==> src/hdl/assert_macros.svh <==
// Assertion macros shared by the yaw alignment search RTL.
// Depends on nothing; files that assert include it by name.
`ifndef ASSERT_MACROS_SVH
`define ASSERT_MACROS_SVH

// Same-cycle implication, disabled while reset is low.
`define YAS_ASSERT_IMP(lbl, clk, rst_n, ante, cons) \
    lbl: assert property (@(posedge clk) disable iff (!rst_n) (ante) |-> (cons)) \
        else $error("yas assertion failed");

// Next-cycle implication, disabled while reset is low.
`define YAS_ASSERT_NXT(lbl, clk, rst_n, ante, cons) \
    lbl: assert property (@(posedge clk) disable iff (!rst_n) (ante) |=> (cons)) \
        else $error("yas assertion failed");

`endif

==> src/hdl/yas_pkg.sv <==
// Types, widths, register indexes and the sine table of the yaw alignment search.
// Depends on nothing.
package yas_pkg;

    localparam int CFG_W   = 24;
    localparam int IDX_W   = 3;
    localparam int STEP_W  = 10;
    localparam int DIM_W   = 13;
    localparam int TRIG_W  = 17;
    localparam int U_W     = 25;
    localparam int MUL_W   = 26;
    localparam int PROD_W  = 52;
    localparam int DEN_W   = 44;
    localparam int DVD_W   = 56;
    localparam int DVS_W   = 42;
    localparam int Q_W     = 57;
    localparam int CRD_W   = 40;
    localparam int XQ_W    = 64;
    localparam int SUM_W   = 32;
    localparam int CNT_W   = 25;
    localparam int ANG_W   = 7;
    localparam int SCORE_W = 16;
    localparam int PIX_W   = 8;

    localparam logic [IDX_W-1:0] REG_FOCAL  = 3'd0;
    localparam logic [IDX_W-1:0] REG_STEP_X = 3'd1;
    localparam logic [IDX_W-1:0] REG_STEP_Y = 3'd2;
    localparam logic [IDX_W-1:0] REG_WIDTH  = 3'd3;
    localparam logic [IDX_W-1:0] REG_HEIGHT = 3'd4;

    typedef struct packed {
        logic                    start;
        logic signed [Q_W-1:0]   dividend;
        logic [DVS_W-1:0]        divisor;
    } t_div_req;

    typedef struct packed {
        logic                    busy;
        logic                    done;
        logic signed [Q_W-1:0]   quot;
    } t_div_rsp;

    // Sine of whole degrees 0..90 in Q1.15.
    function automatic logic [15:0] sine(input logic [6:0] k);
        logic [15:0] v;
        case (k)
            7'd0: v = 16'd0;      7'd1: v = 16'd572;    7'd2: v = 16'd1144;
            7'd3: v = 16'd1715;   7'd4: v = 16'd2286;   7'd5: v = 16'd2856;
            7'd6: v = 16'd3425;   7'd7: v = 16'd3993;   7'd8: v = 16'd4560;
            7'd9: v = 16'd5126;   7'd10: v = 16'd5690;  7'd11: v = 16'd6252;
            7'd12: v = 16'd6813;  7'd13: v = 16'd7371;  7'd14: v = 16'd7927;
            7'd15: v = 16'd8481;  7'd16: v = 16'd9032;  7'd17: v = 16'd9580;
            7'd18: v = 16'd10126; 7'd19: v = 16'd10668; 7'd20: v = 16'd11207;
            7'd21: v = 16'd11743; 7'd22: v = 16'd12275; 7'd23: v = 16'd12803;
            7'd24: v = 16'd13328; 7'd25: v = 16'd13848; 7'd26: v = 16'd14365;
            7'd27: v = 16'd14876; 7'd28: v = 16'd15384; 7'd29: v = 16'd15886;
            7'd30: v = 16'd16384; 7'd31: v = 16'd16877; 7'd32: v = 16'd17364;
            7'd33: v = 16'd17847; 7'd34: v = 16'd18324; 7'd35: v = 16'd18795;
            7'd36: v = 16'd19261; 7'd37: v = 16'd19720; 7'd38: v = 16'd20174;
            7'd39: v = 16'd20622; 7'd40: v = 16'd21063; 7'd41: v = 16'd21498;
            7'd42: v = 16'd21926; 7'd43: v = 16'd22348; 7'd44: v = 16'd22763;
            7'd45: v = 16'd23170; 7'd46: v = 16'd23571; 7'd47: v = 16'd23965;
            7'd48: v = 16'd24351; 7'd49: v = 16'd24730; 7'd50: v = 16'd25102;
            7'd51: v = 16'd25466; 7'd52: v = 16'd25822; 7'd53: v = 16'd26170;
            7'd54: v = 16'd26510; 7'd55: v = 16'd26842; 7'd56: v = 16'd27166;
            7'd57: v = 16'd27482; 7'd58: v = 16'd27789; 7'd59: v = 16'd28088;
            7'd60: v = 16'd28378; 7'd61: v = 16'd28660; 7'd62: v = 16'd28932;
            7'd63: v = 16'd29197; 7'd64: v = 16'd29452; 7'd65: v = 16'd29698;
            7'd66: v = 16'd29935; 7'd67: v = 16'd30163; 7'd68: v = 16'd30382;
            7'd69: v = 16'd30592; 7'd70: v = 16'd30792; 7'd71: v = 16'd30983;
            7'd72: v = 16'd31164; 7'd73: v = 16'd31336; 7'd74: v = 16'd31499;
            7'd75: v = 16'd31651; 7'd76: v = 16'd31795; 7'd77: v = 16'd31928;
            7'd78: v = 16'd32052; 7'd79: v = 16'd32166; 7'd80: v = 16'd32270;
            7'd81: v = 16'd32365; 7'd82: v = 16'd32449; 7'd83: v = 16'd32524;
            7'd84: v = 16'd32588; 7'd85: v = 16'd32643; 7'd86: v = 16'd32688;
            7'd87: v = 16'd32723; 7'd88: v = 16'd32748; 7'd89: v = 16'd32763;
            7'd90: v = 16'd32768;
            default: v = 16'd0;
        endcase
        return v;
    endfunction

endpackage

==> src/hdl/yas_div.sv <==
// Radix-2 restoring divider, one quotient bit per cycle, quotient rounded to minus infinity.
// Depends on yas_pkg; the divisor must be positive, which the divider itself does not check.
module yas_div (
    input  logic                i_clk,
    input  logic                i_rst_n,
    input  yas_pkg::t_div_req   i_req,
    output yas_pkg::t_div_rsp   o_rsp
);
    localparam int DVD_W = yas_pkg::DVD_W;
    localparam int DVS_W = yas_pkg::DVS_W;
    localparam int Q_W   = yas_pkg::Q_W;
    localparam int CW    = $clog2(DVD_W);

    logic                r_busy;
    logic                r_done;
    logic [CW-1:0]       r_cnt;
    logic [DVS_W-1:0]    r_rem;
    logic [DVD_W-1:0]    r_quo;
    logic [DVS_W-1:0]    r_dvs;
    logic                r_neg;

    logic [Q_W-1:0]      mag;
    logic [DVS_W:0]      trial;
    logic [DVS_W:0]      diff;
    logic                ge;
    logic [DVS_W-1:0]    n_rem;
    logic [Q_W-1:0]      qz;

    assign mag   = i_req.dividend[Q_W-1] ? Q_W'(-i_req.dividend) : Q_W'(i_req.dividend);
    assign trial = {r_rem, r_quo[DVD_W-1]};
    assign diff  = trial - {1'b0, r_dvs};
    assign ge    = trial >= {1'b0, r_dvs};
    assign n_rem = ge ? diff[DVS_W-1:0] : trial[DVS_W-1:0];

    always_ff @(posedge i_clk) begin
        if (!i_rst_n) begin
            r_busy <= 1'b0;
            r_done <= 1'b0;
            r_cnt  <= '0;
        end else begin
            r_done <= 1'b0;
            if (i_req.start) begin
                r_busy <= 1'b1;
                r_cnt  <= '0;
            end else if (r_busy) begin
                r_cnt <= r_cnt + 1'b1;
                if (r_cnt == CW'(DVD_W - 1)) begin
                    r_busy <= 1'b0;
                    r_done <= 1'b1;
                end
            end
        end
    end

    always_ff @(posedge i_clk) begin
        if (i_req.start) begin
            r_quo <= mag[DVD_W-1:0];
            r_rem <= '0;
            r_neg <= i_req.dividend[Q_W-1];
            r_dvs <= i_req.divisor;
        end else if (r_busy) begin
            r_rem <= n_rem;
            r_quo <= {r_quo[DVD_W-2:0], ge};
        end
    end

    assign qz = {1'b0, r_quo};

    always_comb begin
        o_rsp.busy = r_busy;
        o_rsp.done = r_done;
        if (r_neg) begin
            o_rsp.quot = (r_rem != '0) ? signed'(~qz) : signed'(-qz);
        end else begin
            o_rsp.quot = signed'(qz);
        end
    end
endmodule
==> config.mk <==
export PLATFORM = sky130hd
export DESIGN_NAME = yas_div
export DESIGN_NICKNAME = d
export VERILOG_FILES = /design/src/hdl/assert_macros.svh /design/src/hdl/yas_pkg.sv /design/src/hdl/yas_div.sv
export SDC_FILE = /design/constraint.sdc
export NUM_CORES = 1
export LEC_CHECK = 0
export ABC_AREA = 1
export BUFFER_PORTS_ARGS = -buffer_cell sky130_fd_sc_hd__buf_4
export CORE_MARGIN = 2
export CORE_UTILIZATION = 41
export DETAILED_ROUTE_END_ITERATION = 8
export GPL_TIMING_DRIVEN = 0
export PLACE_DENSITY = 0.7
export SKIP_CTS_REPAIR_TIMING = 1
export SKIP_LAST_GASP = 1
export SLEW_MARGIN = 5
export SYNTH_ARGS = -nofsm -noshare
export SYNTH_HDL_FRONTEND = slang
export SYNTH_SLANG_ARGS = --single-unit
==> constraint.sdc <==
create_clock -name i_clk -period 5.8 [get_ports i_clk]
set_input_delay 1.16 -clock i_clk [delete_from_list [all_inputs] [get_ports i_clk]]
set_output_delay 1.16 -clock i_clk [all_outputs]
set_load 0.02 [all_outputs]
==> impl_metrics.toml <==
[sta]
setup_tns_ns = 0
slew_violations = 0
fin_crit_sh = 0.731
hold_viol_final = 0
layout_setup_ws_ns = 1.56
relSlewSlack = 0.323
skew_ns = 0.0211
rsz0062_at_grt = "no"
fmax_ghz = 0.236
post-route-min-period_ns = 4.24
worstMarginPinSlew_ns = 1.01
finalSetupViolCount = 0

[cells_and_area]
fin_cells = 2922
layout-drive-gt1-share = 0.101
final.fill_count = 3559
final_cell_mix = "nand2_1 (793), inv_1 (358), nor2_1 (254), nand3_1 (221), buf_4 (162)"
final_util = 0.486
multi_input_area_um2 = 8200
finalNetCount = 2609
area_growth_pct = 17.4
n_antenna_cell = 0
layout_commonest_cell = "nand2_1"
fin_area_um2 = 16200
regArea_um2 = 3970

[floorplan]
rows = 67
dieArea_um2 = 35200
start_util = 0.414
core_area_um2 = 33400
pin_count = 161
die_width_um = 188
die_h_um = 188

[logic_synthesis]
yosysTopAreaCellShare = 0.215
synth_seq_area_share = 0.287
avgSynthCellArea_um2 = 6.06
post_synth_num_cell_types = 48
synthTopCellsByArea = "nand2_1 (22%), edfxtp_1 (22%), inv_1 (9.7%)"
syn_inst = 2281
synth_top_area_cell = "nand2_1"
syn_nets = 2429
ys_ff_latch = 149
yosys_warnings = 0
synthesis.area_um2 = 13800

[routing]
wl_per_cell_um = 17.9
drtIter0Drc = 1444
vias = 15181
ant_nets = 0
drt_wl_total_mm = 52.4
drcViolationCount = 0
via_per_inst = 5.20
dr.pass1.iters = 5

[global_route]
grt-ovfl-total = 0
grt_pass1_wl_mm = 81.6
antenna_found_initial = 0
grt_usage = 0.298
grt_pass1_vias = 14801
grt_max_degree = 58

[min_path]
hp-class = "register to register"
hp-start = "r_rem[18]"
min_path_cells = 2

[clock_tree]
cts_sinks = 149
cts_buffer_depth = 2
numCtsBuffers = 17
cts_tree = "done"
clk_pin_slew_worst_paths_ns = 0.07
htree_levels = 4
root_buffer = "clkbuf_16"
clkLatencyLatePin_ns = 0.46

[critical_path]
arrival_ns = 3.08
worst-path-max-fanout = 10
r2r_slack_ns = 3.20
crit_required_ns = 4.64
cp-start-kind = "register"
worst-r2r-cell-count = 16
r2r-start = "r_quo[55]"
end_kind = "output port"
cp-startpoint = "r_rem[7]"
critPathKind = "register to output port"

[power]
powerDensity_nw_per_um2 = 207
peakVddDrop_uv = 149
p_leak_nw = 8.16

[placement]
place_area_um2 = 15600
gp_congestion = 1.01
io_buffers = 160
hpwl_mm = 43.2
post-place-ws_ns = 1.97
placed_cells = 2890

[outcome]
status = "finished, final reports clean"

[flow_run]
cap_violations = 0
==> power breakdown <==
part / switching, mW / internal, mW / total [mW]
Combinational: 0.610 / 0.309 / 0.919
Clock: 0.578 / 0.584 / 1.16
Sequential: 0.0625 / 1.22 / 1.28
==> flip-flops by register name, summed over array words and instances (netlist names) <==
register and flops:
r_cnt 6, r_dvs 42, r_neg 1, r_rem 42, r_done 1, r_busy 1, r_quo 56
==> per-layer routing <==
layer  track usage  wire (µm)  up-vias
met5             0          0        -
met1         0.357      21600     6929
li1              -          -     7552
met3        0.0359       2820      115
met2         0.538      25900      585
met4         0.127       2110        0
==> metrics by stage <==
stage | total power, mW | hold WS, ns
3_5_place_dp | 2.21 | 0.466
3_3_place_gp | 2.20 | 0.461
2_1_floorplan | 1.80 | 0.449
4_1_cts | 3.36 | 0.476
5_1_grt | 3.51 | 0.485
6_report | 3.36 | 0.474
==> cell usage after synthesis, drive strengths merged <==
cell type	number
a21boi	1
a21o	3
a21oi	43
a31oi	6
and2	7
and3	2
buf	26
clkbuf	31
clkinv	2
dfxtp	50
edfxtp	99
fa	1
ha	45
inv	364
nand2	797
nand2b	1
nand3	222
nand3b	20
nand4	37
nor2	269
nor3	24
nor3b	2
nor4	3
nor4b	1
o211ai	3
o21a	2
o21ai	120
o21bai	3
o31ai	1
or2	3
xnor2	28
xor2	65
==> cell type report <==
| class | count | area share |
|---|---|---|
| multi-input combinational | 1709 | 0.505 |
| clock buffer | 17 | 0.0262 |
| clock inverter | 15 | 0.0113 |
| buffer | 57 | 0.0173 |
| inverter | 366 | 0.0847 |
| sequential | 149 | 0.245 |
| timing repair buffer | 161 | 0.0757 |
| tap | 448 | 0.0345 |
==> kinds of logic (layout without fill, tap and decap cells) <==
| group | count (synthesis) | in the layout | synth area share |
|---|---|---|---|
| XOR/XNOR | 93 | 93 | 0.0589 |
| adder cells (fa/ha/maj) | 46 | 46 | 0.0422 |
| AO/OA/AOI/OAI | 182 | 182 | 0.0696 |
| AND/OR/NAND/NOR | 1388 | 1388 | 0.422 |
| flip-flops | 149 | 149 | 0.287 |
| buffers and inverters | 423 | 616 | 0.119 |
==> path summary, 6_finish.rpt <==
check / to
min reg2reg: r_rem[18]
max: o_rsp[13]
max reg2reg: r_rem[32]
min: r_rem[18]
==> worst max-delay path, cell delays in order (launching register included) <==
cell and delay, ns:
dfxtp_1 0.32, inv_1 0.10, nand4_1 0.15, nor2_1 0.33, nand2_1 0.09, nor2_1 0.10, nand2_1 0.07, buf_2 0.22
inv_2 0.13, buf_2 0.23, nand2_1 0.07, o21ai_0 0.07, nand2_1 0.07, o21ai_0 0.40, buf_4 0.28
(Power assumes the default switching activity.)
